**src/gpp_pkg.sv**
```systemverilog
// Shared types and constants for the gyro packet parser.
`default_nettype none

package gpp_pkg;

    // Framing
    localparam logic [7:0] HEADER_BYTE = 8'hAA;
    localparam logic [3:0] POS_HEADER  = 4'd0;
    localparam logic [3:0] POS_SUM_LO  = 4'd2;
    localparam logic [3:0] POS_RATE_L  = 4'd3;
    localparam logic [3:0] POS_RATE_H  = 4'd4;
    localparam logic [3:0] POS_ANGLE_L = 4'd5;
    localparam logic [3:0] POS_ANGLE_H = 4'd6;
    localparam logic [3:0] POS_AX_L    = 4'd7;
    localparam logic [3:0] POS_AX_H    = 4'd8;
    localparam logic [3:0] POS_AY_L    = 4'd9;
    localparam logic [3:0] POS_AY_H    = 4'd10;
    localparam logic [3:0] POS_AZ_L    = 4'd11;
    localparam logic [3:0] POS_AZ_H    = 4'd12;
    localparam logic [3:0] POS_SUM_HI  = 4'd13;
    localparam logic [3:0] POS_LAST    = 4'd14;

    // Divide by 100 as multiply by ceil(2^23 / 100) and shift right by 23
    localparam logic [16:0] DIV100_RECIP = 17'd83887;
    localparam int          DIV100_SHIFT = 23;

    // Whole-degree wrap
    localparam logic [9:0] WHOLE_LIMIT = 10'd180;
    localparam logic [9:0] WHOLE_WRAP  = 10'd655;

    // Packet content handed from the framer to the result stage
    typedef struct packed {
        logic        done;
        logic [15:0] rate;
        logic [15:0] angle;
        logic [9:0]  rate_q;
        logic [9:0]  angle_q;
        logic [15:0] accel_x;
        logic [15:0] accel_y;
        logic [15:0] accel_z;
        logic        bad;
    } t_pkt;

    // Map quotients above the limit to the negative range, modulo 1024
    function automatic logic [9:0] fold_whole(input logic [9:0] q);
        logic [9:0] res;
        res = (q > WHOLE_LIMIT) ? (q - WHOLE_WRAP) : q;
        return res;
    endfunction

endpackage

`default_nettype wire

```
**src/gpp_framer.sv**
```systemverilog
// Byte framer: position counter, field capture, running checksum, degree quotients.
`default_nettype none

module gpp_framer (
    input  wire              i_clk,
    input  wire              i_rst_n,
    input  wire              i_beat,
    input  wire  [7:0]       i_byte,
    output logic             o_at_last,
    output gpp_pkg::t_pkt    o_pkt
);

    logic [3:0]  r_pos;
    logic [3:0]  n_pos;
    logic [7:0]  r_sum;
    logic [15:0] r_rate;
    logic [15:0] r_angle;
    logic [15:0] r_ax;
    logic [15:0] r_ay;
    logic [15:0] r_az;
    logic [9:0]  r_rate_q;
    logic [9:0]  r_angle_q;
    logic [32:0] w_rate_prod;
    logic [32:0] w_angle_prod;

    // Advance position; drop a non-header byte at the start of a packet
    always_comb begin
        n_pos = r_pos;
        if (i_beat) begin
            if (r_pos == gpp_pkg::POS_HEADER) begin
                n_pos = (i_byte == gpp_pkg::HEADER_BYTE) ? 4'd1 : gpp_pkg::POS_HEADER;
            end else if (r_pos == gpp_pkg::POS_LAST) begin
                n_pos = gpp_pkg::POS_HEADER;
            end else begin
                n_pos = r_pos + 4'd1;
            end
        end
    end

    always_ff @(posedge i_clk) begin
        if (!i_rst_n) begin
            r_pos <= gpp_pkg::POS_HEADER;
            r_sum <= 8'd0;
        end else begin
            r_pos <= n_pos;
            if (i_beat) begin
                if (r_pos == gpp_pkg::POS_HEADER) begin
                    r_sum <= 8'd0;
                end else if (r_pos >= gpp_pkg::POS_SUM_LO && r_pos <= gpp_pkg::POS_SUM_HI) begin
                    r_sum <= r_sum + i_byte;
                end
            end
        end
    end

    // Capture the little-endian words as their bytes arrive
    always_ff @(posedge i_clk) begin
        if (i_beat) begin
            case (r_pos)
                gpp_pkg::POS_RATE_L:  r_rate[7:0]   <= i_byte;
                gpp_pkg::POS_RATE_H:  r_rate[15:8]  <= i_byte;
                gpp_pkg::POS_ANGLE_L: r_angle[7:0]  <= i_byte;
                gpp_pkg::POS_ANGLE_H: r_angle[15:8] <= i_byte;
                gpp_pkg::POS_AX_L:    r_ax[7:0]     <= i_byte;
                gpp_pkg::POS_AX_H:    r_ax[15:8]    <= i_byte;
                gpp_pkg::POS_AY_L:    r_ay[7:0]     <= i_byte;
                gpp_pkg::POS_AY_H:    r_ay[15:8]    <= i_byte;
                gpp_pkg::POS_AZ_L:    r_az[7:0]     <= i_byte;
                gpp_pkg::POS_AZ_H:    r_az[15:8]    <= i_byte;
                default: ;
            endcase
        end
    end

    // Divide rate and angle by 100; words settle many beats before the last byte
    assign w_rate_prod  = {17'd0, r_rate}  * {16'd0, gpp_pkg::DIV100_RECIP};
    assign w_angle_prod = {17'd0, r_angle} * {16'd0, gpp_pkg::DIV100_RECIP};

    always_ff @(posedge i_clk) begin
        r_rate_q  <= w_rate_prod[gpp_pkg::DIV100_SHIFT +: 10];
        r_angle_q <= w_angle_prod[gpp_pkg::DIV100_SHIFT +: 10];
    end

    // Hand the finished packet over on the last byte
    assign o_at_last     = (r_pos == gpp_pkg::POS_LAST);
    assign o_pkt.done    = i_beat && o_at_last;
    assign o_pkt.rate    = r_rate;
    assign o_pkt.angle   = r_angle;
    assign o_pkt.rate_q  = r_rate_q;
    assign o_pkt.angle_q = r_angle_q;
    assign o_pkt.accel_x = r_ax;
    assign o_pkt.accel_y = r_ay;
    assign o_pkt.accel_z = r_az;
    assign o_pkt.bad     = (r_sum != i_byte);

    a_pos_range: assert property (@(posedge i_clk) disable iff (!i_rst_n)
        r_pos <= gpp_pkg::POS_LAST)
        else $error("framer position out of range");

    a_drop_nonheader: assert property (@(posedge i_clk) disable iff (!i_rst_n)
        (i_beat && r_pos == gpp_pkg::POS_HEADER && i_byte != gpp_pkg::HEADER_BYTE)
        |=> (r_pos == gpp_pkg::POS_HEADER))
        else $error("non-header byte started a packet");

endmodule

`default_nettype wire

```
**src/gpp_result.sv**
```systemverilog
// Result register: folds whole degrees and holds one packet until taken.
`default_nettype none

module gpp_result (
    input  wire                  i_clk,
    input  wire                  i_rst_n,
    input  gpp_pkg::t_pkt        i_pkt,
    input  wire                  i_stall,
    output logic                 o_valid,
    output logic signed [15:0]   o_rate_centideg,
    output logic signed [15:0]   o_angle_centideg,
    output logic signed [9:0]    o_rate_whole_deg,
    output logic signed [9:0]    o_angle_whole_deg,
    output logic [15:0]          o_accel_x,
    output logic [15:0]          o_accel_y,
    output logic [15:0]          o_accel_z,
    output logic                 o_checksum_bad
);

    logic        r_valid;
    logic [15:0] r_rate;
    logic [15:0] r_angle;
    logic [9:0]  r_rate_w;
    logic [9:0]  r_angle_w;
    logic [15:0] r_ax;
    logic [15:0] r_ay;
    logic [15:0] r_az;
    logic        r_bad;

    // Set on a finished packet, clear when the beat is taken
    always_ff @(posedge i_clk) begin
        if (!i_rst_n) begin
            r_valid <= 1'b0;
        end else if (i_pkt.done) begin
            r_valid <= 1'b1;
        end else if (!i_stall) begin
            r_valid <= 1'b0;
        end
    end

    // Load payload
    always_ff @(posedge i_clk) begin
        if (i_pkt.done) begin
            r_rate    <= i_pkt.rate;
            r_angle   <= i_pkt.angle;
            r_rate_w  <= gpp_pkg::fold_whole(i_pkt.rate_q);
            r_angle_w <= gpp_pkg::fold_whole(i_pkt.angle_q);
            r_ax      <= i_pkt.accel_x;
            r_ay      <= i_pkt.accel_y;
            r_az      <= i_pkt.accel_z;
            r_bad     <= i_pkt.bad;
        end
    end

    assign o_valid           = r_valid;
    assign o_rate_centideg   = $signed(r_rate);
    assign o_angle_centideg  = $signed(r_angle);
    assign o_rate_whole_deg  = $signed(r_rate_w);
    assign o_angle_whole_deg = $signed(r_angle_w);
    assign o_accel_x         = r_ax;
    assign o_accel_y         = r_ay;
    assign o_accel_z         = r_az;
    assign o_checksum_bad    = r_bad;

    a_no_overwrite: assert property (@(posedge i_clk) disable iff (!i_rst_n)
        i_pkt.done |-> !(r_valid && i_stall))
        else $error("packet loaded over a result still waiting");

    a_valid_source: assert property (@(posedge i_clk) disable iff (!i_rst_n)
        (r_valid && !$past(r_valid)) |-> $past(i_pkt.done))
        else $error("result valid without a finished packet");

    a_whole_range: assert property (@(posedge i_clk) disable iff (!i_rst_n)
        r_valid |-> ($signed(r_rate_w) >= -10'sd474 && $signed(r_rate_w) <= 10'sd180))
        else $error("whole-degree rate out of range");

endmodule

`default_nettype wire

```
**src/gyro_packet_parser.sv**
```systemverilog
// Top level of the gyro packet parser.
//
//   Channel  | Direction | Handshake                    | Payload
//   rx       | in        | i_rx_valid / o_rx_stall      | i_rx_byte
//   res      | out       | o_res_valid / i_res_stall    | o_rate_centideg .. o_checksum_bad
//
// One byte beat per cycle is taken, save when the 15th byte is stalled; a packet's result
// appears in the cycle after its 15th byte, from the result register. Rate and angle are
// divided by 100 in a multiplier whose output is registered while the later bytes stream in.
// Synchronous active-low reset clears the position, checksum and result valid.
// Only the 15th byte is stalled, and only while a previous result waits.
`default_nettype none

module gyro_packet_parser (
    input  wire                 i_clk,
    input  wire                 i_rst_n,
    input  wire                 i_rx_valid,
    output logic                o_rx_stall,
    input  wire  [7:0]          i_rx_byte,
    output logic                o_res_valid,
    input  wire                 i_res_stall,
    output logic signed [15:0]  o_rate_centideg,
    output logic signed [15:0]  o_angle_centideg,
    output logic signed [9:0]   o_rate_whole_deg,
    output logic signed [9:0]   o_angle_whole_deg,
    output logic [15:0]         o_accel_x,
    output logic [15:0]         o_accel_y,
    output logic [15:0]         o_accel_z,
    output logic                o_checksum_bad
);

    logic          w_beat;
    logic          w_at_last;
    gpp_pkg::t_pkt w_pkt;

    // Hold the last byte only while the result register is occupied
    assign o_rx_stall = w_at_last && o_res_valid && i_res_stall;
    assign w_beat     = i_rx_valid && !o_rx_stall;

    gpp_framer u_framer (
        .i_clk     (i_clk),
        .i_rst_n   (i_rst_n),
        .i_beat    (w_beat),
        .i_byte    (i_rx_byte),
        .o_at_last (w_at_last),
        .o_pkt     (w_pkt)
    );

    gpp_result u_result (
        .i_clk             (i_clk),
        .i_rst_n           (i_rst_n),
        .i_pkt             (w_pkt),
        .i_stall           (i_res_stall),
        .o_valid           (o_res_valid),
        .o_rate_centideg   (o_rate_centideg),
        .o_angle_centideg  (o_angle_centideg),
        .o_rate_whole_deg  (o_rate_whole_deg),
        .o_angle_whole_deg (o_angle_whole_deg),
        .o_accel_x         (o_accel_x),
        .o_accel_y         (o_accel_y),
        .o_accel_z         (o_accel_z),
        .o_checksum_bad    (o_checksum_bad)
    );

endmodule

`default_nettype wire

```
**config.mk**
```make
export PLATFORM = sky130hd
export DESIGN_NAME = gyro_packet_parser
export DESIGN_NICKNAME = d
export VERILOG_FILES = /design/src/gpp_pkg.sv /design/src/gpp_framer.sv /design/src/gpp_result.sv /design/src/gyro_packet_parser.sv
export SDC_FILE = /design/constraint.sdc
export NUM_CORES = 1
export LEC_CHECK = 0
export BUFFER_PORTS_ARGS = -buffer_cell sky130_fd_sc_hd__buf_4
export CAP_MARGIN = 20
export CORE_MARGIN = 1.5
export CORE_UTILIZATION = 51
export CTS_BUF_LIST = sky130_fd_sc_hd__clkbuf_16
export CTS_CLUSTER_DIAMETER = 60
export DETAILED_ROUTE_END_ITERATION = 10
export GPL_TIMING_DRIVEN = 0
export PLACE_DENSITY = 0.73
export RECOVER_POWER = 50
export SLEW_MARGIN = 20
export SYNTH_ARGS = -nofsm -noshare
export SYNTH_HDL_FRONTEND = slang
export SYNTH_SLANG_ARGS = --single-unit
```
**constraint.sdc**
```tcl
create_clock -name i_clk -period 11.8 [get_ports i_clk]
set_input_delay 2.36 -clock i_clk [delete_from_list [all_inputs] [get_ports i_clk]]
set_output_delay 2.36 -clock i_clk [all_outputs]
set_load 0.005 [all_outputs]
```
==> results.txt, run 1 <==
run status = finished, final reports clean
Top-Level Pins = 115
crit-path max cell delay = 650 ps
CTS Buf Count = 25
post-CTS sizing = 0
WL per Instance = 16.8 um
yosys synthesis warning count = 0
required time of the critical path = 12220 ps
RR Endpoint = u_framer.r_rate_q[9]$_DFF_P_
row cnt = 66
final WL = 33400 um
commonest cells after routing, fill and taps aside = inv_1 (359), ha_1 (277), fa_1 (195)
Routed Antenna Nets = 0
Root Buffer = clkbuf_16
Setup-failing EPs final = 0
Critical Path End = u_framer.r_rate_q[9]$_DFF_P_
register area share after synthesis = 0.362
Syn Nets = 1860
Hold Crit Class = register to register
Vias = 10100
Cells after Synth = 1376
worst hold slack = 415 ps
Tot Pwr = 1.60 mW
FF-to-FF Start = u_framer.r_rate[6]$_DFFE_PP_
Crit. Startpoint = u_framer.r_rate[6]$_DFFE_PP_
most common cell after layout, fill and taps aside = inv_1
ANT cells = 0
count of cell types in the netlist = 56
Achievable Freq = 0.158 GHz
GR Overflow Total = 0
R2R Setup Slk = 5490 ps
WS Path Type = register to register
LEAKAGE = 9.03 nW
area grow syn2layout = 13.5%
via/cell ratio = 5.09
DR pass1 iterations = 5
skew final = 9.44 ps
setup bufs post-CTS = 0
number of cells on the critical path = 18
initial antenna violation count = 0
Slew @ Worst Pin = 1030 ps
CP top delay family = adder cells
count of pins over their slew limit = 0
Reg clk slew, reported paths = 60 ps
Post-synth EDFFs = 181
VDD IR max = 0.129 mV
clock buffer depth = 3
asr flop ratio synth = 0
core area = 32500 um2
post-layout min period = 6310 ps
# nets final = 2013
CP Max Fanout = 7
Critical Path End Type = register
Critical path buffers and inverters = 4
Worst EP arrival = 6730 ps
layout cells sized above 1 = 0.109
Die H = 185 um
Die X-Extent = 185 um
I/O Buffers = 114
Setup crit start kind = register
fin crit share = 0.535
detailed-route DRC error count = 0
Post-synth top flop = edfxtp_1
Total Routing Usage GR = 0.210
Syn Area/Cell = 12.2 um2
Final Wtd Congestion = 0.881
max-cap violation count = 0
Relative slew margins = 0.309
largest net degree at the start of global routing = 15
Crit path top cell by count = fa_1
CTS H-tree depth = 1
synthesis-stage register bit count = 214
DP HPWL = 27400 um
vias in the first global route = 10800
final hold viol count = 0
CTS tree = built
die area = 34100 um2
Cell Area, Synth = 16800 um2
initial core utilization = 0.518
Sink Count = 214
clock latency on the worst-skew pair = 530 ps
Slowest cell on crit path = fa_1
PD cells = 83.6 nW/um2
Critical Path, Cell by Cell = fa_1 > inv_1 > fa_1 > inv_1 > fa_1 > fa_1 > fa_1 > inv_1 > fa_1 > inv_1 > ha_1 > and3_4 > and3_4 > a221oi_2 > o221ai_2 > o311a_1 > a311oi_2 > xnor2_1
Initial DRC Count = 486
cells on worst reg2reg path = 18
first-pass GRT wire length = 54800 um
CTS Hold Buffers Added = 0
unrepaired setup endpoints after global routing = no
synth_stat cells (all sizes together), types with 2 or more instances:
master   instances  share of area
clkbuf           7         0.0016
a21oi           39          0.012
o21ai           22         0.0065
xor2            17         0.0088
a31oi            4         0.0015
o31ai            2        0.00089
o221ai           2         0.0018
nand3            9         0.0027
nor2b           20         0.0076
nand2           28         0.0062
a211oi           6         0.0030
and3             5         0.0025
and2             2        0.00074
nor3            17         0.0056
a22oi            4         0.0018
fa             195           0.23
nand4           12         0.0045
inv            359          0.080
o21bai           3         0.0013
ha             277           0.21
o41ai            3         0.0016
a311oi           2         0.0014
nor2            44         0.0098
mux2             2         0.0013
a21o             8         0.0036
nand2b           6         0.0022
xnor2           25          0.013
nor3b            2        0.00089
or2              4         0.0015
dfxtp           33          0.039
edfxtp         181           0.32
o21a             6         0.0027
o2111ai          2         0.0010
nor4             9         0.0033
o211ai           3         0.0013
nand3b           3         0.0013
area by class of cell:
| type | count | area [um2] |
|---|---|---|
| clock inverter | 21 | 205 |
| multi-input combinational | 796 | 9390 |
| clock buffer | 25 | 626 |
| buffer | 7 | 26.3 |
| tap | 442 | 553 |
| timing repair buffer | 126 | 880 |
| inverter | 359 | 1350 |
| sequential | 214 | 6100 |
| fill | 2654 | 13400 |
per-layer routing:
metal	global-route usage	part of all wire	up-vias
met4	0.0631	0.031	0
met3	0.0472	0.069	59
met1	0.275	0.43	4991
li1	-	-	4819
met2	0.348	0.47	253
met5	0	0	-
cell families (layout without fill, tap and decap cells):
kind of cell,count (synthesis),in the layout,share of synthesized area
AOI/OAI and AO/OA,116,116,0.0455
xor gates and xnor gates,42,42,0.0218
adders and majority gates,472,472,0.438
buffers and inverters,366,538,0.0816
DFF,214,214,0.362
muxes,2,2,0.00134
and+or+nand+nor,164,164,0.0503
worst min path at each step:
stage                                            from                          endpoint  slack (ps)  cells after the start
after floorplan            u_framer.r_ax[0]$_DFFE_PP_   u_result.o_accel_x[0]$_DFFE_PP_         400                      0
after global placement     u_framer.r_ax[0]$_DFFE_PP_   u_result.o_accel_x[0]$_DFFE_PP_         400                      0
after detailed placement  u_framer.r_ax[11]$_DFFE_PP_  u_result.o_accel_x[11]$_DFFE_PP_         400                      0
after CTS                  u_framer.r_ax[7]$_DFFE_PP_   u_result.o_accel_x[7]$_DFFE_PP_         420                      0
after global routing       u_framer.r_az[5]$_DFFE_PP_   u_result.o_accel_z[5]$_DFFE_PP_         420                      0
final                      u_framer.r_ax[7]$_DFFE_PP_   u_result.o_accel_x[7]$_DFFE_PP_         420                      0
sequential cells by signal, indices dropped and copies added, names as in the netlist:
| name | cells |
|---|---|
| u_framer.r_az | 16 |
| u_result.o_rate_whole_deg | 10 |
| u_result.o_angle_whole_deg | 10 |
| u_framer.r_ax | 16 |
| u_result.o_accel_y | 16 |
| u_result.o_checksum_bad | 1 |
| u_result.o_angle_centideg | 16 |
| u_framer.r_angle_q | 10 |
| u_framer.r_ay | 16 |
| u_framer.r_angle | 16 |
| u_framer.r_rate_q | 10 |
| u_result.o_valid | 1 |
| u_framer.r_rate | 16 |
| u_result.o_rate_centideg | 16 |
| u_result.o_accel_z | 16 |
| u_framer.r_pos | 4 |
| u_result.o_accel_x | 16 |
| u_framer.r_sum | 8 |
where the power goes:
part	switching (mW)	total [mW]	internal, mW
clock	0.312	0.769	0.457
combinational	0.0131	0.0171	0.00401
sequential	0.0000251	0.813	0.813
per-stage QoR:
| step | utilization | std cells | cell area [um2] | setup TNS, ps | setup WS (ps) |
|---|---|---|---|---|---|
| floorplan | - | 1376 | 16800 | 0 | 936 |
| global route | 0.588 | 1990 | 19100 | 0 | 5230 |
| global placement | 0.561 | 1932 | 18300 | -259250 | -2580 |
| finish | 0.588 | 1990 | 19100 | 0 | 5490 |
| CTS | 0.590 | 1990 | 19200 | 0 | 5480 |
| detailed placement | 0.564 | 1944 | 18400 | 0 | 5510 |
worst register-to-register path, cell delays in order (launching register included):
cell,delay (ps)
edfxtp_1,590
fa_1,650
inv_1,120
fa_1,540
inv_1,60
fa_1,530
fa_1,460
fa_1,590
inv_1,70
fa_1,530
inv_1,40
ha_1,340
and3_4,200
and3_4,180
a221oi_2,250
o221ai_2,200
o311a_1,430
a311oi_2,310
xnor2_1,100
Power figures use the tool's default switching activity.
==> run 2: changes to the inputs <==
--- a/config.mk
+++ b/config.mk
@@ -13,7 +13,7 @@
 export CTS_CLUSTER_DIAMETER = 60
 export DETAILED_ROUTE_END_ITERATION = 10
 export GPL_TIMING_DRIVEN = 0
-export PLACE_DENSITY = 0.73
+export PLACE_DENSITY = 0.76
 export RECOVER_POWER = 50
 export SLEW_MARGIN = 20
 export SYNTH_ARGS = -nofsm -noshare
==> constraint.sdc (replaced) <==
create_clock -name i_clk -period 5.54 [get_ports i_clk]
set_input_delay 1.108 -clock i_clk [delete_from_list [all_inputs] [get_ports i_clk]]
set_output_delay 1.108 -clock i_clk [all_outputs]
set_load 0.005 [all_outputs]
==> results.txt, run 2 (same netlist as run 1, synthesis figures left out) <==
run status = complete, but fails checks
failing checks = negative setup slack
RR Endpoint = u_framer.r_angle_q[9]$_DFF_P_
LEAKAGE = 9.42 nW (+4.4%)
final setup margin = -259 ps (-5750 ps)
first-pass GRT wire length = 57200 um (+4.3%)
initial core utilization = 0.518 (unchanged)
flip-flop and latch area = 6100 um2 (unchanged)
CTS tree = built
Final Wtd Congestion = 0.890 (+1.0%)
Slew @ Worst Pin = 1030 ps (+0.614 ps)
row cnt = 66 (unchanged)
fin crit share = 1.05 (+0.512)
Critical Path, Cell by Cell = clkbuf_1 > ha_1 > fa_1 > fa_1 > fa_1 > fa_1 > inv_1 > fa_1 > inv_1 > ha_4 > nand2_1 > nor4_4 > nand2_2 > o221ai_4 > a21oi_2 > o211ai_1 > a21oi_1 > xnor2_1
Routed Antenna Nets = 0 (unchanged)
DP HPWL = 27500 um (+0.39%)
Achievable Freq = 0.172 GHz (+8.8%)
commonest cells after routing, fill and taps aside = inv_1 (341), ha_1 (256), edfxtp_1 (181)
fill count = 2442 (-8.0%)
# nets final = 2107 (+4.7%)
Slowest cell on crit path = fa_1
Die X-Extent = 185 um (unchanged)
via/cell ratio = 5.20 (+2.1%)
clock latency on the worst-skew pair = 530 ps (about the same)
fin util = 0.625 (+0.0378)
largest net degree at the start of global routing = 19 (+4)
core area = 32500 um2 (unchanged)
WL per Instance = 17.9 um (+6.4%)
Setup crit start kind = register
most common cell after layout, fill and taps aside = inv_1
Reg clk slew, reported paths = 60 ps (about the same)
clock buffer depth = 3 (unchanged)
R2R Setup Slk = -260 ps (-5750 ps)
Initial DRC Count = 705 (+45%)
Min-Delay Startpoint = u_framer.r_ay[1]$_DFFE_PP_
Setup-failing EPs final = 15 (+15)
CTS H-tree depth = 1 (unchanged)
TNS Setup = -2550 ps (-2550 ps)
CP Max Fanout = 5 (-2)
crit-path max cell delay = 620 ps (-30 ps)
required time of the critical path = 5960 ps (-6260 ps)
Multi-input gate area = 9910 um2 (+5.5%)
layout cells sized above 1 = 0.203 (+0.0944)
detailed-route DRC error count = 0 (unchanged)
area grow syn2layout = 20.8%
count of pins over their slew limit = 0 (unchanged)
final WL = 37200 um (+11%)
VDD IR max = 0.242 mV (+88%)
I/O Buffers = 114 (unchanged)
DR pass1 iterations = 6 (+1)
post-layout min period = 5800 ps (-512 ps)
Total Routing Usage GR = 0.219 (+0.00943)
Vias = 10800 (+6.9%)
FF-to-FF Start = u_framer.r_angle[4]$_DFFE_PP_
Die H = 185 um (unchanged)
cells on worst reg2reg path = 18 (unchanged)
final hold viol count = 0 (unchanged)
CTS Hold Buffers Added = 0 (unchanged)
Critical Path End Type = register
WS Path Type = register to register
CTS Buf Count = 24 (-4.0%)
max-cap violation count = 0 (unchanged)
ANT cells = 0 (unchanged)
Endpoint, Worst Hold = u_result.o_accel_y[1]$_DFFE_PP_
PD cells = 165 nW/um2 (+98%)
unrepaired setup endpoints after global routing = yes
Worst EP arrival = 6220 ps (-510 ps)
GR Overflow Total = 0 (unchanged)
worst hold slack = 416 ps (+0.717 ps)
skew final = 14.7 ps (+5.25 ps)
Tot Pwr = 3.36 mW (+110%)
vias in the first global route = 11200 (+3.8%)
hold depth = 0 (unchanged)
die area = 34100 um2 (unchanged)
Sink Count = 214 (unchanged)
Crit path top cell by count = fa_1
Hold Crit Class = register to register
initial antenna violation count = 1 (+1)
Relative slew margins = 0.314 (+0.00487)
Root Buffer = clkbuf_16
Top-Level Pins = 115 (unchanged)
==> run 2: per-stage QoR <==
stage                     area [um2]  setup WS (ps)  instances
final                          20400           -259       2083
after global routing           20400           -384       2083
after CTS                      19900           -221       2051
after detailed placement       18400           -494       1940
after global placement         18300           -465       1932
after floorplan                16900           2.00       1376
==> run 2: repair_timing <==
item / in CTS / in global routing
gates resized for setup: 32 / 83
pin swaps: 42 / 66
setup buffers: 67 / 34
endpoints found under the setup margin: 19 / 19
cloned: 0 / 0
hold endpoints to repair: 0 / 0
==> run 2: per-layer routing <==
layer	routed length (um)	vias up	part of all wire	GRT usage
li1	-	5008	-	-
met1	15100	5360	0.41	0.287
met2	17800	358	0.48	0.363
met3	2670	96	0.072	0.0421
met4	1690	0	0.045	0.0826
met5	0	-	0	0
==> run 2: report_power, final <==
part           leakage (nW)  internal (mW)  switching (mW)
Clock                 0.395          0.926           0.670
Combinational          7.13        0.00850          0.0291
Sequential             1.90           1.73       0.0000509
==> run 2: worst max-delay path, delay by kind of cell, from the launching register on <==
family / cells / cell delay, ps
adders and majority gates: 7 / 3270
xor gates and xnor gates: 1 / 130
DFF: 1 / 420
AOI/OAI and AO/OA: 4 / 760
and+or+nand+nor: 3 / 550
buffers and inverters: 3 / 540
==> run 2: worst max path at each step <==
stage,start,to,slack [ps],depth (start not counted)
after floorplan,u_framer.r_rate[5]$_DFFE_PP_,u_framer.r_rate_q[8]$_DFF_P_,2,19
after global placement,i_rx_valid,u_result.o_accel_y[0]$_DFFE_PP_,-470,4
after detailed placement,u_framer.r_rate[5]$_DFFE_PP_,u_framer.r_rate_q[8]$_DFF_P_,-490,19
after CTS,u_framer.r_rate[4]$_DFFE_PP_,u_framer.r_rate_q[8]$_DFF_P_,-220,19
after global routing,u_framer.r_angle[4]$_DFFE_PP_,u_framer.r_angle_q[9]$_DFF_P_,-380,18
final,u_framer.r_angle[4]$_DFFE_PP_,u_framer.r_angle_q[9]$_DFF_P_,-260,18
==> run 2: layout make-up <==
cell class                 count  area share
sequential                   214       0.300
tap                          442      0.0272
clock buffer                  25      0.0307
buffer                         7     0.00129
inverter                     359      0.0662
clock inverter                19     0.00910
timing repair buffer         221      0.0791
multi-input combinational    796       0.487
